--- config.mk ---
export PLATFORM = sky130hd
export DESIGN_NAME = aiks_round
export DESIGN_NICKNAME = d
export VERILOG_FILES = /design/src/hdl/aiks_pkg.sv /design/src/hdl/aiks_round.sv
export SDC_FILE = /design/constraint.sdc
export NUM_CORES = 1
export LEC_CHECK = 0
export ABC_CLOCK_PERIOD_IN_PS = 2400
export BUFFER_PORTS_ARGS = -buffer_cell sky130_fd_sc_hd__buf_2
export CAP_MARGIN = 20
export CORE_MARGIN = 4
export CORE_UTILIZATION = 25
export DETAILED_ROUTE_END_ITERATION = 6
export PLACE_DENSITY = 0.39
export SLEW_MARGIN = 0
export SYNTH_ARGS = -nofsm -noshare
export SYNTH_HDL_FRONTEND = slang
export SYNTH_SLANG_ARGS = --single-unit
export TNS_END_PERCENT = 1
--- constraint.sdc ---
create_clock -name clk -period 2.4 [get_ports clk]
set_clock_uncertainty 0.15 [all_clocks]
set_input_delay 0.36 -clock clk [delete_from_list [all_inputs] [get_ports clk]]
set_output_delay 0.36 -clock clk [all_outputs]
set_load 0.03 [all_outputs]
--- src/hdl/aiks_pkg.sv ---
// ----------------------------------------------------------------------------
// aiks_pkg
// Shared types, constants and the S-box for the inverse key schedule core.
// ----------------------------------------------------------------------------
package aiks_pkg;

	localparam int NUM_ROUNDS = 10;
	localparam int RND_W      = $clog2(NUM_ROUNDS);

	typedef logic [31:0] word_t;

	typedef struct packed {
		word_t w0;
		word_t w1;
		word_t w2;
		word_t w3;
	} key_t;

	// round constant for backward round r (round 10 first)
	function automatic word_t back_rcon(input logic [RND_W-1:0] r);
		word_t rc;
		begin
			case (r)
				4'd0:    rc = 32'h3600_0000;
				4'd1:    rc = 32'h1b00_0000;
				4'd2:    rc = 32'h8000_0000;
				4'd3:    rc = 32'h4000_0000;
				4'd4:    rc = 32'h2000_0000;
				4'd5:    rc = 32'h1000_0000;
				4'd6:    rc = 32'h0800_0000;
				4'd7:    rc = 32'h0400_0000;
				4'd8:    rc = 32'h0200_0000;
				4'd9:    rc = 32'h0100_0000;
				default: rc = 32'h0000_0000;
			endcase
			return rc;
		end
	endfunction

	localparam logic [7:0] SBOX [256] = '{
		8'h63,8'h7c,8'h77,8'h7b,8'hf2,8'h6b,8'h6f,8'hc5,8'h30,8'h01,8'h67,8'h2b,8'hfe,8'hd7,8'hab,8'h76,
		8'hca,8'h82,8'hc9,8'h7d,8'hfa,8'h59,8'h47,8'hf0,8'had,8'hd4,8'ha2,8'haf,8'h9c,8'ha4,8'h72,8'hc0,
		8'hb7,8'hfd,8'h93,8'h26,8'h36,8'h3f,8'hf7,8'hcc,8'h34,8'ha5,8'he5,8'hf1,8'h71,8'hd8,8'h31,8'h15,
		8'h04,8'hc7,8'h23,8'hc3,8'h18,8'h96,8'h05,8'h9a,8'h07,8'h12,8'h80,8'he2,8'heb,8'h27,8'hb2,8'h75,
		8'h09,8'h83,8'h2c,8'h1a,8'h1b,8'h6e,8'h5a,8'ha0,8'h52,8'h3b,8'hd6,8'hb3,8'h29,8'he3,8'h2f,8'h84,
		8'h53,8'hd1,8'h00,8'hed,8'h20,8'hfc,8'hb1,8'h5b,8'h6a,8'hcb,8'hbe,8'h39,8'h4a,8'h4c,8'h58,8'hcf,
		8'hd0,8'hef,8'haa,8'hfb,8'h43,8'h4d,8'h33,8'h85,8'h45,8'hf9,8'h02,8'h7f,8'h50,8'h3c,8'h9f,8'ha8,
		8'h51,8'ha3,8'h40,8'h8f,8'h92,8'h9d,8'h38,8'hf5,8'hbc,8'hb6,8'hda,8'h21,8'h10,8'hff,8'hf3,8'hd2,
		8'hcd,8'h0c,8'h13,8'hec,8'h5f,8'h97,8'h44,8'h17,8'hc4,8'ha7,8'h7e,8'h3d,8'h64,8'h5d,8'h19,8'h73,
		8'h60,8'h81,8'h4f,8'hdc,8'h22,8'h2a,8'h90,8'h88,8'h46,8'hee,8'hb8,8'h14,8'hde,8'h5e,8'h0b,8'hdb,
		8'he0,8'h32,8'h3a,8'h0a,8'h49,8'h06,8'h24,8'h5c,8'hc2,8'hd3,8'hac,8'h62,8'h91,8'h95,8'he4,8'h79,
		8'he7,8'hc8,8'h37,8'h6d,8'h8d,8'hd5,8'h4e,8'ha9,8'h6c,8'h56,8'hf4,8'hea,8'h65,8'h7a,8'hae,8'h08,
		8'hba,8'h78,8'h25,8'h2e,8'h1c,8'ha6,8'hb4,8'hc6,8'he8,8'hdd,8'h74,8'h1f,8'h4b,8'hbd,8'h8b,8'h8a,
		8'h70,8'h3e,8'hb5,8'h66,8'h48,8'h03,8'hf6,8'h0e,8'h61,8'h35,8'h57,8'hb9,8'h86,8'hc1,8'h1d,8'h9e,
		8'he1,8'hf8,8'h98,8'h11,8'h69,8'hd9,8'h8e,8'h94,8'h9b,8'h1e,8'h87,8'he9,8'hce,8'h55,8'h28,8'hdf,
		8'h8c,8'ha1,8'h89,8'h0d,8'hbf,8'he6,8'h42,8'h68,8'h41,8'h99,8'h2d,8'h0f,8'hb0,8'h54,8'hbb,8'h16
	};

	// SubWord(RotWord(w))
	function automatic word_t sub_rot(input word_t w);
		word_t r;
		begin
			r = {w[23:0], w[31:24]};
			return {SBOX[r[31:24]], SBOX[r[23:16]], SBOX[r[15:8]], SBOX[r[7:0]]};
		end
	endfunction

endpackage

--- src/hdl/aiks_round.sv ---
// ----------------------------------------------------------------------------
// aiks_round
// One backward key schedule round followed by its pipeline register.
// ----------------------------------------------------------------------------
module aiks_round (
	input  logic                          clk,
	input  logic                          arst_n,
	input  logic                          advance,
	input  logic [aiks_pkg::RND_W-1:0]    rnd,
	input  logic                          vld_in,
	input  aiks_pkg::key_t                key_in,
	output logic                          vld_s1,
	output aiks_pkg::key_t                key_s1
);
	import aiks_pkg::*;

	word_t n0, n1, n2, n3;

	// backward round: upper words from neighbours, word 0 through the S-box
	always_comb begin
		n3 = key_in.w3 ^ key_in.w2;
		n2 = key_in.w2 ^ key_in.w1;
		n1 = key_in.w1 ^ key_in.w0;
		n0 = key_in.w0 ^ back_rcon(rnd) ^ sub_rot(n3);
	end

	// stage valid bit
	always_ff @(posedge clk or negedge arst_n) begin
		if (!arst_n) begin
			vld_s1 <= 1'b0;
		end else if (advance) begin
			vld_s1 <= vld_in;
		end
	end

	// stage data, no reset needed
	always_ff @(posedge clk) begin
		if (advance) begin
			key_s1 <= '{w0: n0, w1: n1, w2: n2, w3: n3};
		end
	end

endmodule

==> results of run 1 <==
[final timing paths]
kind / slack, ps / cells after the start / end / start
min in group asynchronous: 560 / 3 / vld_s1 / arst_n
hold reg to reg: 360 / 1 / vld_s1 / vld_s1
hold / removal: 40 / 2 / key_s1[69] / key_in[69]
setup reg to reg: 1510 / 1 / vld_s1 / vld_s1
setup / recovery: -200 / 13 / key_s1[107] / key_in[32]
max in group asynchronous: 1440 / 3 / vld_s1 / arst_n
[Yosys cell counts (22+ instances only)]
library cell	number
a211oi_1	60
a21oi_1	206
a221oi_1	31
a311oi_1	55
a31oi_1	68
buf_2	102
clkbuf_1	133
edfxtp_1	128
ha_1	60
inv_1	22
nand2_1	270
nand3_1	104
nor2_1	229
nor3_1	89
o211ai_1	78
o21ai_0	167
o221ai_1	32
o22ai_1	33
o311ai_0	39
xnor2_1	53
xor2_1	85
[layout make-up]
| type | count | area [sq um] |
|---|---|---|
| Timing Repair Buffer | 1279 | 9900 |
| Sequential cell | 129 | 3870 |
| Tap cell | 950 | 1190 |
| Inverter | 41 | 183 |
| Clock inverter | 14 | 199 |
| Fill cell | 7314 | 41300 |
| Clock buffer | 18 | 429 |
| Multi-Input combinational cell | 2029 | 14600 |
| Antenna cell | 1 | 2.50 |
[through the flow]
stage	cells	power (mW)	hold slack [ps]	setup TNS [ps]
after floorplan	2473	8.17	-85.6	-9880
after global placement	4382	13.9	-10.3	-28660
after detailed placement	4382	13.8	-10.3	-28150
after CTS	4433	17.4	3.83	-2250
after global routing	4460	18.8	17.0	-5610
final	4461	18.1	43.4	-3960
[power groups by stage]
stage | sequential (mW) | combinational (mW) | clock (mW)
2_1_floorplan | 3.64 | 4.53 | 0
3_3_place_gp | 3.02 | 10.9 | 0
3_5_place_dp | 3.02 | 10.8 | 0
4_1_cts | 2.98 | 11.3 | 3.14
5_1_grt | 3.00 | 12.6 | 3.23
6_report | 2.98 | 12.1 | 3.04
[what timing repair did]
action | CTS | global route
endpoints found under the setup margin | 32 | 32
hold endpoints to repair | 7 | 0
cloned | 1 | 1
resized for setup | 226 | 178
pin swaps | 61 | 97
buffers inserted | 12 | 27
hold buffers | 7 | 0
[worst max-delay path, stage by stage]
cell       delay [ps]
buf_2             120
xor2_1            150
buf_4             170
buf_12            140
ha_2              240
nor2_4            330
nor3b_2           110
o311a_1           340
a21oi_1           160
nand3_1           150
a2bb2oi_2         190
buf_6             140
xnor2_1            60
[sequential cells by signal (all words and copies together), names as in the netlist]
signal	flops
key_s1	128
vld_s1	1
[routing by layer]
layer | routed length (microns) | GRT usage (%)
met5 | 34 | 0
met4 | 5370 | 11.9
met3 | 13100 | 7.52
met2 | 51900 | 44.9
met1 | 50100 | 40.4
[logic make-up (layout without fill, tap and decap cells)]
group,Yosys count,count (layout),share of synthesized area [%]
simple gates,832,833,20.8
flops,129,129,21.4
fa+ha+maj,60,60,4.15
mux,25,25,1.87
buf+inv,316,1352,7.84
compound gates,964,964,36.4
other cells,0,1,0
xor+xnor,147,147,7.61
==> impl_metrics.csv, run 1 <==
group,metric,value,unit
global_route,first_global_vias,25600,
timing,setup_viol,32,
finish,final_cell_mix,"buf_4, buf_2, nand2_1",
status,violations,"setup timing",
worst_setup_path,critical_path_class,"input port to flop",
finish,final_common_cell,"buf_4",
timing,post-route-period-util,108,%
synthesis,ys_seq_elements,129,
global_route,grt_usage,29.7,%
timing,finalWorstSetupSlack,-195,ps
synthesis,avgSynthCellArea,7.32,sq um
die,io_pins,265,
power_and_ir_drop,vdd_drop_max,0.435,mV
power_and_ir_drop,power_density,597,nW/um^2
power_and_ir_drop,p_int,9.66,mW
global_route,overflow,0,
power_and_ir_drop,p_sw_share,46.7,%
timing,max_freq,385,MHz
synthesis,yosysTopAreaCell,"edfxtp_1",
timing,finalCriticalPeriod,2600,ps
power_and_ir_drop,p_comb_share,66.8,%
power_and_ir_drop,p_leak,12.5,nW
clock_network,clkSinkCount,129,
synthesis,synth_edf_count,128,
synthesis,yosysUniqueCellTypes,91,
die,die_x,277,microns
timing,worst_pin_slew,657,ps
worst_setup_path,critPathLaunchType,"input port",
placed_design,port_buffers,264,
worst_setup_path,crit_required,2500,ps
synthesis,synthFlopType,"edfxtp_1",
run,cap_violations,0,
timing,slew_viol_final,0,
timing,finalHoldViolations,0,
die,core,71600,sq um
detailed_routing,vias,26700,
synthesis,yosys_warnings,0,
detailed_routing,remaining_drc_errors,0,
worst_setup_path,worstSetupEndpointType,"flop",
finish,area_growth,67.5,%
synthesis,synth-seq-area-share,21.4,%
clock_network,numCtsBuffers,17,
placed_design,dpl.hpwl,92.9,mm
synthesis,syn_area,18100,sq um
finish,final_core_util,42.4,%
clock_network,cts_tree,"built",
finish,final_nets,3693,
clock_network,ctsRootBufferMaster,"clkbuf_16",
worst_hold_path,hp-class,"input port to flop",
synthesis,synth_fp_nets,2669,
die,fp-row-count,98,
global_route,antenna_found_initial,3,
detailed_routing,drtIter0Drc,3568,
placed_design,place_congestion,1.03,
worst_setup_path,cp_max_fo,7,
clock_network,path_clk_slew,70,ps
finish,finalInstanceArea,30300,sq um
power_and_ir_drop,power.net_switching,8.46,mW
status,status,"finished with violations",
power_and_ir_drop,pwr-share-clk,16.8,%
synthesis,synth_top_area_share,21.2,%
timing,maxSlewHeadroom,55.7,%
placed_design,place_area,27600,sq um
detailed_routing,ant_nets,0,
finish,drive_gt1_share,46.2,%
detailed_routing,drt-pass1-iter-count,6,
detailed_routing,detail_route.vias_per_cell,5.99,
clock_network,clk_latency,490,ps
detailed_routing,routed_wl,121,mm
worst_setup_path,arrival,2690,ps
power_and_ir_drop,p_seq_share,16.4,%
global_route,grt_max_degree,31,
synthesis,syn_inst,2473,
synthesis,synth_area_leaders,"edfxtp_1, a21oi_1, nand2_1",
placed_design,dp_slack,-1170,ps
die,dieArea,76800,sq um
clock_network,htree_levels,4,
die,start_util,25.3,%
timing,rsz0062_at_grt,"true",
detailed_routing,routedWlPerCell,27.0,microns
global_route,grt_pass1_wl,175,mm
clock_network,cts_buffer_depth,2,
synthesis,postSynth.asyncResetShare,0.775,%
die,fp.dieH,277,microns
(Power assumes the default switching activity.)
==> inputs of run 2 (changes only) <==
==> constraint.sdc (replaced) <==
create_clock -name clk -period 2.4 [get_ports clk]
set_clock_uncertainty 0.15 [all_clocks]
set_input_delay 0 -clock clk [delete_from_list [all_inputs] [get_ports clk]]
set_output_delay 0 -clock clk [all_outputs]
set_load 0.03 [all_outputs]
==> run 2 against run 1 <==
Net effect: the run still ends with setup timing left; global-route usage rose by 0.58 points; register-to-register slack got worse by 590 ps; worst setup slack improved by 150 ps; via count decreased by 1.5%; clock-buffer cell count stayed put; sequential power is essentially flat; cell area shrank 3.8%; sequential share of layout area increased by 0.50 points; fmax is 6.0% higher; flip-flop and latch count unchanged; critical path depth stayed put; total power decreased by 5.5%; critical path type unchanged.
==> impl_metrics.csv, run 2 (synthesized netlist as in run 1, its figures left out) <==
group,metric,value,unit
worst_setup_path,critPathSlowestCell,"mux4_2",
finish,final_common_cell,"buf_4",
detailed_routing,drtIter0Drc,3026,
detailed_routing,detail_route.vias_per_cell,5.86,
clock_network,ctsRootBufferMaster,"clkbuf_16",
detailed_routing,ant_nets,0,
worst_hold_path,hp-class,"input port to flop",
clock_network,cts_buffer_depth,2,
placed_design,place_congestion,0.999,
die,fp.dieH,277,microns
detailed_routing,vias,26300,
worst_setup_path,critPathMaxStageDelay,490,ps
worst_setup_path,cp_max_fo,6,
finish,fill_cells,7501,
clock_network,clkSinkCount,129,
power_and_ir_drop,p_leak,12.2,nW
timing,finalWorstSetupSlack,-48.3,ps
finish,drive_gt1_share,37.7,%
placed_design,dpl.hpwl,94.6,mm
worst_setup_path,worstSetupEndpointType,"flop",
worst_setup_path,arrival,2520,ps
die,core,71600,sq um
status,status,"finished with violations",
status,violations,"setup timing",
power_and_ir_drop,power_density,587,nW/um^2
timing,rsz0062_at_grt,"true",
timing,max_freq,408,MHz
detailed_routing,routed_wl,122,mm
clock_network,htree_levels,4,
clock_network,numCtsBuffers,17,
global_route,first_global_vias,25700,
global_route,antenna_found_initial,1,
worst_setup_path,critical_path_class,"input port to flop",
die,dieArea,76800,sq um
finish,final_core_util,40.8,%
clock_network,cts_tree,"built",
timing,maxSlewHeadroom,55.3,%
worst_setup_path,critPathLaunchType,"input port",
finish,final_cells,4491,
finish,final_nets,3723,
timing,post-route-period-util,102,%
finish,area_growth,61.2,%
global_route,grt_usage,30.3,%
run,cap_violations,0,
worst_setup_path,cp_top_family,"buffers and inverters",
timing,worst_pin_slew,665,ps
global_route,grt_max_degree,45,
global_route,overflow,0,
timing,finalHoldViolations,0,
clock_network,path_clk_slew,70,ps
die,fp-row-count,98,
die,die_x,277,microns
placed_design,place_inst,4322,
finish,largest_reg_flops,128,
worst_setup_path,crit_required,2470,ps
timing,whs,56.6,ps
finish,top_register,"key_s1",
global_route,grt_pass1_wl,177,mm
placed_design,port_buffers,264,
worst_setup_path,cp.buffers_inverters,5,
detailed_routing,routedWlPerCell,27.1,microns
finish,largestRegisters,"key_s1 (128), vld_s1 (1)",
timing,slew_viol_final,0,
timing,setup_viol,1,
finish,final_cell_mix,"buf_4, nand2_1, buf_2",
detailed_routing,remaining_drc_errors,0,
timing,finalCriticalPeriod,2450,ps
die,start_util,25.3,%
power_and_ir_drop,finalPower,17.1,mW
clock_network,clk_latency,480,ps
die,io_pins,265,
worst_setup_path,path_cells,"buf_2, xor2_1, buf_4, inv_2, ha_2, inv_1, nand2_1, nand2_1, mux4_2, o311ai_4, buf_4, mux2i_1, xor2_1",
power_and_ir_drop,vdd_drop_max,0.396,mV
detailed_routing,drt-pass1-iter-count,7,
run 2: cell count changes in the layout (fill, tap and decap cells not counted), moves of 15 or more:
| cell | before | now |
|---|---|---|
| ha_4 | 18 | 1 |
| buf_4 | 909 | 862 |
| o21ai_0 | 141 | 163 |
| a21oi_2 | 17 | 2 |
| a21oi_1 | 186 | 204 |
| nor2_1 | 198 | 221 |
| dlygate4sd3_1 | 7 | 134 |
| buf_6 | 38 | 3 |
run 2: through the flow:
stage	instance area, sq um	worst slack, ps	setup TNS (ps)
6_report	29200	-48.3	-48.3
4_1_cts	29000	-21.5	-21.5
3_3_place_gp	27000	-784	-15820
5_1_grt	29200	-73.1	-348
3_5_place_dp	27000	-668	-15090
2_1_floorplan	18300	-44.7	-311
run 2: final cells by class:
type,instances,area (sq um),share of cell area [%]
Multi-Input combinational cell,2028,13300,45.4
Timing Repair Buffer,1310,10100,34.7
Sequential cell,129,3870,13.3
Tap cell,950,1190,4.07
Clock buffer,18,429,1.47
Inverter,41,159,0.544
Clock inverter,14,158,0.540
Antenna cell,1,2.50,0.00857
run 2: per-layer routing:
metal / GRT usage, % / part of all wire, %
met1: 41.0 / 43
met2: 47.6 / 44
met4: 10.7 / 3.8
met5: 0 / 0
met3: 6.42 / 9.3
run 2: path summary, 6_finish.rpt:
path,cells past startpoint,end,start,slack (ps)
max in group asynchronous,3,vld_s1,arst_n,1790
worst max-delay path,13,key_s1[109],key_in[32],-50
worst min register to register,2,vld_s1,vld_s1,940
worst max register to register,2,vld_s1,vld_s1,920
min in group asynchronous,3,vld_s1,arst_n,210
worst min-delay path,4,key_s1[8],key_in[8],60
run 2: report_power, final:
| part | internal (mW) | switching [mW] |
|---|---|---|
| clock network | 1.54 | 1.31 |
| logic | 4.62 | 6.67 |
| registers | 2.88 | 0.106 |
run 2: worst min-delay path: cells and delay by family:
kind	cells	cell delay [ps]
buf+inv	3	440
xor+xnor	1	60
run 2: what timing repair did:
action | 4_1_cts | 5_1_grt
setup endpoints to repair | 8 | 29
hold buffers | 134 | 0
hold endpoints to repair | 147 | 0
pin swaps | 1 | 3
resized for setup | 13 | 52
setup buffers | 0 | 2
